$ cat src/rtl/mtfr_encode.sv
// Turns the chain's match flags into the index of the matching slot.
// No package dependencies; at most one flag is expected high.
module mtfr_encode #(
    parameter int N     = 256,
    parameter int IDX_W = 8
) (
    input  logic [N-1:0]     i_hits,
    output logic [IDX_W-1:0] o_idx
);

    always_comb begin
        o_idx = '0;
        for (int i = 0; i < N; i++) begin
            if (i_hits[i]) begin
                o_idx = o_idx | IDX_W'(i);
            end
        end
    end

endmodule

$ cat config.mk
export PLATFORM = sky130hd
export DESIGN_NAME = mtfr_encode
export DESIGN_NICKNAME = d
export VERILOG_FILES = /design/src/rtl/mtfr_encode.sv
export SDC_FILE = /design/constraint.sdc
export NUM_CORES = 1
export LEC_CHECK = 0
export CAP_MARGIN = 5
export CORE_AREA = 2 2 102 104
export DETAILED_ROUTE_END_ITERATION = 10
export DIE_AREA = 0 0 104 106
export DONT_BUFFER_PORTS = 1
export GPL_ROUTABILITY_DRIVEN = 0
export PLACE_DENSITY = 0.3
export SETUP_SLACK_MARGIN = 0.4
export SYNTH_ARGS = -nofsm -noshare
export SYNTH_HDL_FRONTEND = slang
export SYNTH_SLANG_ARGS = --single-unit
$ cat constraint.sdc
create_clock -name vclk -period 1.8
set_clock_uncertainty 0.15 [all_clocks]
set_input_delay 0.27 -clock vclk [all_inputs]
set_output_delay 0.27 -clock vclk [all_outputs]
set_load 0.1 [all_outputs]
Yosys cells after proc, flatten, opt, wreduce, memory -nomap -nowiden
Index checks and enable logic that the tools add are counted.

Register bits: 0. Latch bits: 0. RAM bits: 0. Memory bits (read-only): 0. Input bits: 256. Output and inout port bits: 8. Memories kept: 0.

Add/subtract/negate cells: 0. $mul: 0. Div/mod/pow operators: 0. $lt $le $gt $ge: 0. Eq/ne operators: 0. Shift-type cells: 0. Multiplexer cells: 255. Bitwise operators: 0. Reductions and logical operators: 0.

Operators with widths (count): two-way mux 8 bit (128); two-way mux 7 bit (64); two-way mux 6 bit (32); two-way mux 5 bit (16); two-way mux 4 bit (8); two-way mux 3 bit (4); two-way mux 2 bit (2); two-way mux 1 bit (1).

Depth between registers and ports, before layout
Word-level depth: 255. Gate-level depth with buffers: 4. Depth with buffers taken out: 4.

Worst setup path after synthesis
No wires, ideal clock.

Kind: input-to-output. Start: in i_hits[177]. End: out o_idx[0]. Arrival: 2.007 ns. Data required time: 1.380 ns. Slack: -0.627 ns. Stages: 4. Buffers on the path: 0. Cells stage by stage: nor4_1 nand4_1 nor4_2 nand4_1.

Longest elaborated chain between the ends: 79.

Ends and longest elaborated chain: start: declaration (RTL line 7) `input logic [N-1:0] i_hits,`; two-way mux 8 bit (79 in series) (RTL line 14) `if (i_hits[i]) begin`; end: declaration (RTL line 8) `output logic [IDX_W-1:0] o_idx`.

Every way passes these cells.

Worst setup path after layout
Start: in i_hits[117]. End: out o_idx[5].

Longest elaborated chain between the ends: 139.

Ends and longest elaborated chain (RTL line): two-way mux 7 bit (11 in series) (14); two-way mux 8 bit (128 in series) (14).

Every way passes these cells.

==> qor.yml <==
run_status:
  status: "complete, but fails checks"
  violations: "setup timing"
synthesis:
  synth_nets: 461
  postSynthCellCount: 205
  yosys_warnings: 0
  syn_area_per_cell_um2: 5.90
  synth_area_um2: 1210
  yosysSeqAreaShare: 0
  synth_cell_types: 8
placed_design:
  io_buffers: 0
  hpwl_um: 12900
worst_setup_path:
  worstSetupEndpointType: "output port"
  cpMostUsedCell: "buf_4"
  path_cells: "nor4_4 -> buf_4 -> nand2_2 -> buf_4 -> nor4_2 -> nand3_1 -> buf_12"
  required_ns: 1.38
  timing_worst_setup_path_type: "in2out"
  worstPathArrival_ns: 1.56
  crit_start: "i_hits[117]"
  slowest_stage: "nor4_4"
  cp_max_fo: 2
  max_stage_delay_ns: 0.27
  start_kind: "input pin"
global_route:
  grt_max_degree: 4
  antenna_found_initial: 1
  grt.met2_usage: 0.440
  grt_pass1_vias: 2842
  grt_pass1_wl_um: 18700
  grt_overflow: 0
  grt-busiest-layer: "met2"
  gr-usage-met1: 0.285
  grt_use_met3: 0.0515
  track_usage: 0.235
drt:
  viasPerCell: 5.88
  ant_nets: 0
  drt-initial-drc-count: 106
  dr.pass1.iters: 4
  drt-total-wl_um: 13800
  drc_errors: 0
  dr_total_vias: 2439
  post_drt_wl_per_cell_um: 33.2
sta:
  tightest_slew_ns: 0.382
  max_slew_margin: 0.743
  rsz0062_at_grt: "yes"
  post-route-min-period_ns: 1.98
  hold_slack_ns: 0.771
  drv_slew: 0
  max_clock_freq_mhz: 505
  hold_viol: 0
  finalSetupViolCount: 8
  fin_crit_sh: 1.10
  finalWorstSetupSlack_ns: -0.178
power_and_ir_drop:
  p_per_area_nw_per_um2: 62.5
  p_clk_frac: 0
  swShare: 0.362
  ir_drop_uv: 26.9
  power_leakage_nw: 0.663
  combPwrFrac: 1.000
  power.internal_uw: 114
  seqPwrFrac: 0
  power.switching_uw: 64.6
clock_tree:
  cts-hold-fix-buffers: 0
floorplan:
  placementRows: 37
  die_w_um: 104
  io_pins: 264
  die_area_um2: 11000
  core_um2: 10000
  initial_core_util: 0.121
  fp.dieH_um: 106
finish:
  final_common_cell: "buf_4"
  n_clock_buffer: 0
  seqCellArea_um2: 0
  area_growth_pct: 136
  utilization: 0.286
  diodes: 0
  drive_gt1_frac: 0.570
  final_cell_mix: "buf_4 (64), nor4_1 (51), nor4_4 (35), nor4_2 (34), nand4_1 (30)"
  seq_cell_count: 0
  fin_nets: 537
worst_hold_path:
  min_path_type: "in2out"
  worstHoldStart: "i_hits[129]"
  hold_depth: 3
job:
  maxCapViolCount: 0
[final cells by class]
| cell class | instances | area, µm² |
|---|---|---|
| timing repair buffer | 74 | 654 |
| tap | 136 | 170 |
| multi-input combinational | 205 | 2030 |
| fill | 1094 | 7140 |
[routing by layer]
metal	vias up	part of all wire
met3	11	0.084
met5	-	0
met1	1156	0.39
met2	170	0.50
met4	0	0.017
li1	1102	-
[final timing paths]
kind	slack, ns	endpoint
max	-0.18	o_idx[5]
min	0.77	o_idx[7]
[critical path, delay by kind of cell]
kind / cells / cell delay (ns)
buf+inv: 3 / 0.51
simple gates: 4 / 0.76
[cells by family (layout without fill, tap and decap cells)]
group	count (synthesis)	after routing	share of synthesized area
buffers and inverters	0	74	0
and+or+nand+nor	205	205	1.00
[power by group through the flow]
stage	logic, mW	clock network (mW)	registers, mW
finish	0.179	0	0
global route	0.192	0	0
CTS	0.174	0	0
detailed placement	0.153	0	0
global placement	0.152	0	0
floorplan	0.0749	0	0
[Yosys cell counts]
cell	number	area, µm²
nand2_1	10	37.5
nand3_1	16	80.1
nand3_2	1	10.0
nand4_1	30	188
nor2_1	13	48.8
nor3_1	15	75.1
nor4_1	117	732
nor4_2	3	37.5
[per-stage QoR]
step	instances	setup slack [ns]	total power [mW]	setup TNS (ns)	instance area [µm²]
after floorplan	205	-0.528	0.0749	-1.94	1600
after global placement	407	-0.324	0.152	-2.21	2350
after detailed placement	407	-0.342	0.153	-2.29	2350
after CTS	414	-0.224	0.174	-1.30	2720
after global routing	415	-0.261	0.192	-1.83	2860
final	415	-0.178	0.179	-1.16	2860
[repair_timing]
item                                    CTS  global route
buffers inserted                          7             1
endpoints found under the setup margin    8             8
pin swaps                                11            10
cloned                                    0             0
gates resized for setup                  45            21
Power figures use the tool's default switching activity.
