[config.mk]
export PLATFORM = sky130hd
export DESIGN_NAME = mtfr_cell
export DESIGN_NICKNAME = d
export VERILOG_FILES = /design/src/rtl/mtfr_pkg.sv /design/src/rtl/mtfr_cell.sv
export SDC_FILE = /design/constraint.sdc
export NUM_CORES = 1
export LEC_CHECK = 0
export BUFFER_PORTS_ARGS = -buffer_cell sky130_fd_sc_hd__buf_2
export CELL_PAD_IN_SITES_DETAIL_PLACEMENT = 0
export CELL_PAD_IN_SITES_GLOBAL_PLACEMENT = 1
export CORE_MARGIN = 1.5
export CORE_UTILIZATION = 25
export DETAILED_ROUTE_END_ITERATION = 6
export GPL_TIMING_DRIVEN = 0
export PLACE_DENSITY_LB_ADDON = 0.1
export SLEW_MARGIN = 20
export SYNTH_ARGS = -nofsm -noshare
export SYNTH_HDL_FRONTEND = slang
export SYNTH_SLANG_ARGS = --single-unit
[constraint.sdc]
create_clock -name i_clk -period 1.5 [get_ports i_clk]
set_clock_uncertainty 0.2 [all_clocks]
set_input_delay 0.3 -clock i_clk [delete_from_list [all_inputs] [get_ports i_clk]]
set_output_delay 0.3 -clock i_clk [all_outputs]
set_load 0.01 [all_outputs]
[src/rtl/mtfr_pkg.sv]
// Shared types and constants of the move-to-front rank encoder.
// No dependencies.
package mtfr_pkg;

    localparam int SYM_W           = 9;
    localparam int POS_W           = 8;
    localparam int MAX_SYMBOLS_DEF = 256;
    localparam logic [SYM_W-1:0] COUNT_RESET = 9'd256;
    localparam logic [POS_W-1:0] POS_SAT     = 8'hFF;

    typedef enum logic [2:0] {
        ST_IDLE = 3'b001,
        ST_LOOK = 3'b010,
        ST_MOVE = 3'b100
    } t_state;

    // Per-cell control: reload the initial order, or take the neighbor's entry.
    typedef struct packed {
        logic init;
        logic take;
    } t_cell_ctrl;

endpackage

[src/rtl/mtfr_cell.sv]
// One list slot of the move-to-front chain: holds an entry, flags a match.
// Depends on mtfr_pkg.
module mtfr_cell
    import mtfr_pkg::*;
#(
    parameter int                  ENTRY_W  = 9,
    parameter logic [ENTRY_W-1:0]  INIT_VAL = '0
) (
    input  logic               i_clk,
    input  logic               i_rst_n,
    input  t_cell_ctrl         i_ctrl,
    input  logic [ENTRY_W-1:0] i_prev,
    input  logic [ENTRY_W-1:0] i_sym,
    output logic [ENTRY_W-1:0] o_entry,
    output logic               o_hit
);

    logic [ENTRY_W-1:0] r_entry;

    always_ff @(posedge i_clk) begin
        if (!i_rst_n || i_ctrl.init) begin
            r_entry <= INIT_VAL;
        end else if (i_ctrl.take) begin
            r_entry <= i_prev;
        end
    end

    assign o_entry = r_entry;
    assign o_hit   = (r_entry == i_sym);

endmodule

[After elaboration in Yosys (flattened, before gate mapping)]
Index checks and enable logic that the tools add are counted.
Storage, ports and cells
  register bits: 9
  input port bits: 22
  output and inout port bits: 10
  logic and storage cells: 4
Operators by class
  equal/unequal tests: 1
  reductions and logical operators: 2
Operators by type and width (number)
  $eq 9x9->1: 1
  $logic_not 1->1: 1
  $logic_or 1x1->1: 1

[Logic depth before layout (Yosys ltp)]
Gate-level depths: netlist (run 1).
  depth after elaboration: 2
  mapped depth: 3
  depth with buffers taken out: 3

[Worst setup path after synthesis (run 1)]
Ideal clock, no wire load.
  kind: register to output
  start point: register r_entry[8], in the netlist o_entry[8]
  end point: output o_hit
  arrival time: 921 ps
  required time: 1000 ps
  path slack: 79 ps
  stages on the path, launching flop included: 4
  buffers on the path: 0
  path through: dfxtp_1 xnor2_1 nand3_1 nor4_2
Between the ends
  word-level cells in the longest chain between the ends: 1
RTL lines
  start, declared: line mtfr_cell.sv:18  | logic [ENTRY_W-1:0] r_entry;
  start signal, assigned: line mtfr_cell.sv:24  | r_entry <= i_prev;
  $eq 9x9->1: line mtfr_cell.sv:29  | assign o_hit = (r_entry == i_sym);
  end, declared: line mtfr_cell.sv:15  | output logic o_hit
Every way passes these cells.

[Worst setup path in the final report (run 1)]
  start point: register r_entry[1], in the netlist o_entry[1]
  end point: output o_hit
The elaborated chain is that of the path after synthesis.

==> results of run 1 <==
-- where the power goes --
group	internal (mW)	switching, mW
sequential	0.248	0.00782
clock	0.103	0.0864
combinational	0.0560	0.0402
-- final timing paths --
path | startpoint | endpoint | cells past startpoint
max | o_entry[1] | o_hit | 4
min | i_prev[1] | o_entry[1] | 3
max reg2reg | o_entry[4] | o_entry[4] | 2
min reg2reg | o_entry[0] | o_entry[0] | 2
-- cell type report --
class / instances / share of cell area
multi-input combinational: 31 / 0.400
sequential: 9 / 0.284
clock buffer: 4 / 0.0400
tap: 16 / 0.0305
timing repair buffer: 30 / 0.229
buffer: 2 / 0.0171
-- critical path: cells and delay by family, from the launching register on --
kind / cells / cell delay (ps)
buf+inv: 1 / 170
flops: 1 / 340
xor+xnor: 1 / 140
simple gates: 2 / 320
-- kinds of logic (layout without fill, tap and decap cells) --
family | Yosys count | in the layout | share of synthesized area
simple gates | 13 | 13 | 0.150
xor+xnor | 9 | 9 | 0.186
flops | 9 | 9 | 0.425
mux | 9 | 9 | 0.212
buf+inv | 2 | 36 | 0.0265
-- metal layers --
metal | wire length [um] | vias up
li1 | - | 207
met1 | 451 | 167
met2 | 399 | 23
met3 | 108 | 2
met4 | 10 | 0
met5 | 0 | -
-- synth_stat cells --
cell type | instances | area, um2
sky130_fd_sc_hd__nand3_1 | 1 | 5.00
sky130_fd_sc_hd__xor2_1 | 2 | 17.5
sky130_fd_sc_hd__clkbuf_1 | 1 | 3.75
sky130_fd_sc_hd__nand4_1 | 1 | 6.26
sky130_fd_sc_hd__dfxtp_1 | 9 | 180
sky130_fd_sc_hd__nand2b_1 | 1 | 6.26
sky130_fd_sc_hd__xnor2_1 | 7 | 61.3
sky130_fd_sc_hd__nor2_1 | 9 | 33.8
sky130_fd_sc_hd__nor4_2 | 1 | 12.5
sky130_fd_sc_hd__mux2i_1 | 9 | 90.1
sky130_fd_sc_hd__buf_4 | 1 | 7.51
-- metrics by stage --
stage	instances	hold slack, ps	cell area, um2
after floorplan	42	247	424
after global placement	88	321	594
after detailed placement	88	325	594
after CTS	92	67.6	624
after global routing	92	78.4	657
final	92	69.9	657
-- what timing repair did --
action	CTS	global route
pin swaps	0	1
gates resized for setup	3	6
setup endpoints to repair	1	1
==> results.txt, run 1 <==
----------------------------------------------------
[Outcome]
  Outcome ... complete, but fails checks
  Failing checks ... negative setup slack

[Finish]
  Max FFs per register ... 9
  Area taken by multi-input logic gates ... 263 um2
  Area used by sequential logic in the layout ... 186 um2
  Most common cell after layout, fill and taps aside ... sky130_fd_sc_hd__buf_2
  Nets ... 99
  Share of cells above drive strength 1 ... 0.579
  Most frequent cells in the layout ... sky130_fd_sc_hd__buf_2, sky130_fd_sc_hd__mux2i_1, sky130_fd_sc_hd__nor2_1
  Area added between synthesis and finish ... 54.9%
  Number of filler cells placed in the layout ... 161
  Post-Route Utilization ... 0.426
  Antenna diode count ... 0

[Critical path]
  Setup slack of the most critical reg-to-reg path ... 650 ps
  Critical path's slowest cell ... sky130_fd_sc_hd__dfxtp_2
  CP Class ... flip-flop to output port
  Critical Path AT ... 1230 ps
  Max Fanout on Critical Path ... 3
  CP peak stage delay ... 340 ps
  Data required time of the worst path ... 1000 ps
  CP endpoint kind ... output port
  Cells along the critical path ... xnor2_2 -> nand3_1 -> nor4_2 -> buf_2
  Kind of start point of the critical path ... flip-flop

[Synth]
  Net count after synthesis ... 64
  Count of cell types in the netlist ... 11
  Count of synthesis-stage warnings from yosys ... 0
  Fraction of the yosys area taken by sequential cells ... 0.425
  Synthesis-stage register bit count ... 9
  Average size of a mapped cell ... 10.1 um2
  Post-synthesis instance total ... 42
  Mapped Area ... 424 um2

[Global routing]
  Total congestion overflow after global routing ... 0
  Maximum number of pins on one net before global-route repair ... 10
  Met2 GRT Util ... 0.144
  Met1 track demand over resource ... 0.143
  Met3 global-route usage ... 0.0449
  Number of antenna violations at the first check in global routing ... 0
  Busiest grt layer ... met2
  Global-route wire length before repair ... 1420 um
  Combined global-route utilization of all metal layers ... 0.106
  Vias in the first global route ... 312

[Timing]
  Number of failing hold endpoints at the final stage ... 0
  Transition time at the pin with the least slew margin ... 411 ps
  Final count of pins violating max slew ... 0
  Final clock period utilization by the worst path ... 1.15
  Final period demand of the worst path ... 1730 ps
  Tightest slew margin relative to the limit ... 0.726
  Setup Total Neg Slack ... -226 ps
  Maximum clock frequency ... 579 MHz
  Final critical-path setup slack ... -226 ps
  RSZ-0062 raised after global routing ... yes
  Final number of setup-violating endpoints ... 1

[Floorplanning]
  Die Outline Area ... 1950 um2
  Effective utilization at floorplan ... 0.275
  Core box area ... 1540 um2
  Total number of placement rows ... 14
  Die Height ... 44.2 um
  I/O pins ... 32
  Width of the die ... 44.2 um

[Pwr]
  Power after layout ... 541 uW
  Peak supply drop ... 0.000354 V
  Standby leakage power ... 0.341 nW
  Power per cell area ... 823 nW/um2

[Clock tree]
  TritonCTS clock tree ... yes
  # hold bufs at CTS ... 0
  Clock-pin slew on the worst setup and hold paths ... 60 ps
  Clock buffer depth ... 2
  Number of buffers inserted by post-CTS setup repair ... 0
  Clock insertion delay at the later pin of the skew report ... 260 ps
  CTS Root Buffer Type ... sky130_fd_sc_hd__clkbuf_4
  Sinks on the clock net ... 9
  Clock buffer count from CTS ... 3
  H-tree depth ... 1

[Routing]
  Total routed wirelength ... 971 um
  Total iterations of the first detailed-routing run ... 2
  Via count of the routed design ... 399
  Detailed Route Iter0 Violations ... 1
  Final antenna-violating net count ... 0
  Average wire per standard cell ... 10.6 um
  Residual DRC count ... 0
  Mean number of vias per cell ... 4.34

[Place]
  IO Port Bufs ... 30
  Worst slack after detailed placement ... -47.6 ps
  RePlAce Congestion ... 0.611

[Worst hold path]
  Worst min-delay path class ... input pin to flip-flop

[Job]
  Max-capacitance violation count ... 0

----------------------------------------------------
Power figures use the tool's default switching activity.
==> run 2: changes to the inputs <==
RECOVER_POWER = 100   (was unset)
==> run 2 against run 1 <==
Effect of this change: the flow still finishes with violations (negative setup slack); power shrank 0.14%; cell count did not move; sequential share of layout area rose by 0.22 points; maximum frequency unchanged; clock power is essentially flat; die area is the same; critical endpoint unchanged; via count stayed put; global-route usage unchanged; utilization shrank 0.32 points; worst setup slack unchanged.
==> results.txt, run 2 (synthesis gave the netlist of run 1 again) <==
----------------------------------------------------
[Pwr]
  Standby leakage power ... 0.324 nW (-4.9%)
  Power per cell area ... 829 nW/um2 (+0.62%)
  Peak supply drop ... 0.000354 V (about the same)

[Timing]
  Final count of pins violating max slew ... 0 (unchanged)
  RSZ-0062 raised after global routing ... yes
  Transition time at the pin with the least slew margin ... 411 ps (unchanged)
  Worst hold-check slack ... 69.9 ps (unchanged)
  Final number of setup-violating endpoints ... 1 (unchanged)
  Final period demand of the worst path ... 1730 ps (unchanged)
  Tightest slew margin relative to the limit ... 0.726 (unchanged)
  Final clock period utilization by the worst path ... 1.15 (unchanged)
  Setup Total Neg Slack ... -226 ps (unchanged)
  Number of failing hold endpoints at the final stage ... 0 (unchanged)
  Maximum clock frequency ... 579 MHz (unchanged)
  Final critical-path setup slack ... -226 ps (unchanged)

[Clock tree]
  Clock-pin slew on the worst setup and hold paths ... 60 ps (about the same)
  H-tree depth ... 1 (unchanged)
  Clock insertion delay at the later pin of the skew report ... 260 ps (about the same)
  Sinks on the clock net ... 9 (unchanged)
  CTS Root Buffer Type ... sky130_fd_sc_hd__clkbuf_4
  Clock buffer depth ... 2 (unchanged)
  TritonCTS clock tree ... yes
  Clock buffer count from CTS ... 3 (unchanged)

[Floorplanning]
  Width of the die ... 44.2 um (unchanged)
  Core box area ... 1540 um2 (unchanged)
  Total number of placement rows ... 14 (unchanged)
  Die Outline Area ... 1950 um2 (unchanged)
  Die Height ... 44.2 um (unchanged)
  I/O pins ... 32 (unchanged)
  Effective utilization at floorplan ... 0.275 (unchanged)

[Finish]
  Antenna diode count ... 0 (unchanged)
  Post-Route Utilization ... 0.423 (-0.00325)
  Share of cells above drive strength 1 ... 0.526 (-0.0526)
  Nets ... 99 (unchanged)
  Max FFs per register ... 9 (unchanged)
  Area added between synthesis and finish ... 53.7%
  Most frequent cells in the layout ... sky130_fd_sc_hd__buf_2, sky130_fd_sc_hd__mux2i_1, sky130_fd_sc_hd__nor2_1
  Post-route insts no fill ... 92 (unchanged)
  Most common cell after layout, fill and taps aside ... sky130_fd_sc_hd__buf_2

[Global routing]
  Combined global-route utilization of all metal layers ... 0.106 (unchanged)
  Global-route wire length before repair ... 1420 um (unchanged)
  Total congestion overflow after global routing ... 0 (unchanged)
  Vias in the first global route ... 312 (unchanged)
  Number of antenna violations at the first check in global routing ... 0 (unchanged)
  Maximum number of pins on one net before global-route repair ... 10 (unchanged)

[Critical path]
  Startpoint of the most critical register-to-register path ... o_entry[4]
  Worst Reg2Reg Path Length in Cells ... 2 (unchanged)
  FF-to-FF End ... o_entry[4]
  CP endpoint kind ... output port
  Startpoint of the worst setup timing path ... o_entry[1]
  Critical Path AT ... 1230 ps (about the same)
  CP Class ... flip-flop to output port
  Setup slack of the most critical reg-to-reg path ... 650 ps (about the same)
  Max Fanout on Critical Path ... 3 (unchanged)
  Kind of start point of the critical path ... flip-flop
  Data required time of the worst path ... 1000 ps (about the same)

[Outcome]
  Outcome ... complete, but fails checks
  Failing checks ... negative setup slack

[Place]
  RePlAce Congestion ... 0.611 (unchanged)
  Placed instance count ... 88 (unchanged)
  Worst slack after detailed placement ... -47.6 ps (unchanged)
  IO Port Bufs ... 30 (unchanged)

[Routing]
  Via count of the routed design ... 399 (unchanged)
  Mean number of vias per cell ... 4.34 (unchanged)
  Residual DRC count ... 0 (unchanged)
  Total routed wirelength ... 971 um (unchanged)
  Total iterations of the first detailed-routing run ... 2 (unchanged)
  Final antenna-violating net count ... 0 (unchanged)
  Detailed Route Iter0 Violations ... 1 (unchanged)
  Average wire per standard cell ... 10.6 um (unchanged)

[Job]
  Max-capacitance violation count ... 0 (unchanged)

[Worst hold path]
  Worst-case hold path end point ... o_entry[1]
  Number of instances on the worst hold path ... 3 (unchanged)
  Worst Hold Launch ... i_prev[1]
  Worst min-delay path class ... input pin to flip-flop

----------------------------------------------------
run 2: cell types whose count changed in the layout (fill, tap and decap cells not counted), sizes merged:
| cell | before | now |
|---|---|---|
| clkbuf | 5 | 9 |
| buf | 31 | 27 |
run 2: per-stage QoR:
stage               power (mW)  cell area (um2)
floorplan                0.308              424
global placement         0.350              594
CTS                      0.541              624
detailed placement       0.350              594
finish                   0.540              652
global route             0.574              652
run 2: repair_timing:
action	in CTS	in global routing
setup buffers	0	0
endpoints found under the setup margin	1	1
hold buffers	0	0
resized for setup	3	6
pin swaps	0	1
run 2: critical path: stages (launching register included):
cell and delay, ps:
sky130_fd_sc_hd__dfxtp_2 340, sky130_fd_sc_hd__xnor2_2 140, sky130_fd_sc_hd__nand3_1 100, sky130_fd_sc_hd__nor4_2 220, sky130_fd_sc_hd__buf_2 170
run 2: how the worst max path moves through the flow:
stage	slack [ps]	cells past startpoint	to
2_1_floorplan	80	3	o_hit
3_3_place_gp	-40	5	o_hit
3_5_place_dp	-50	5	o_hit
4_1_cts	-270	4	o_hit
5_1_grt	-330	4	o_hit
6_report	-230	4	o_hit
run 2: where the power goes:
| group | internal (mW) | switching, mW | leakage (nW) |
|---|---|---|---|
| sequential | 0.248 | 0.00794 | 0.0756 |
| clock | 0.103 | 0.0864 | 0.0150 |
| combinational | 0.0551 | 0.0402 | 0.234 |
| total | 0.406 | 0.135 | 0.324 |
run 2: final cells by class:
| class | instances | area, um2 |
|---|---|---|
| fillers | 164 | 890 |
| multi-input cells | 31 | 263 |
| flip-flops and latches | 9 | 186 |
| repair buffers | 30 | 145 |
| clock buffers | 4 | 26.3 |
| well taps | 16 | 20.0 |
| plain buffers | 2 | 11.3 |
run 2: routing by layer:
layer | track usage | share of wire | routed length (um)
met3 | 0.0449 | 0.12 | 115
met5 | 0 | 0 | 0
met4 | 0.0545 | 0.010 | 10
met2 | 0.144 | 0.41 | 400
met1 | 0.143 | 0.46 | 444
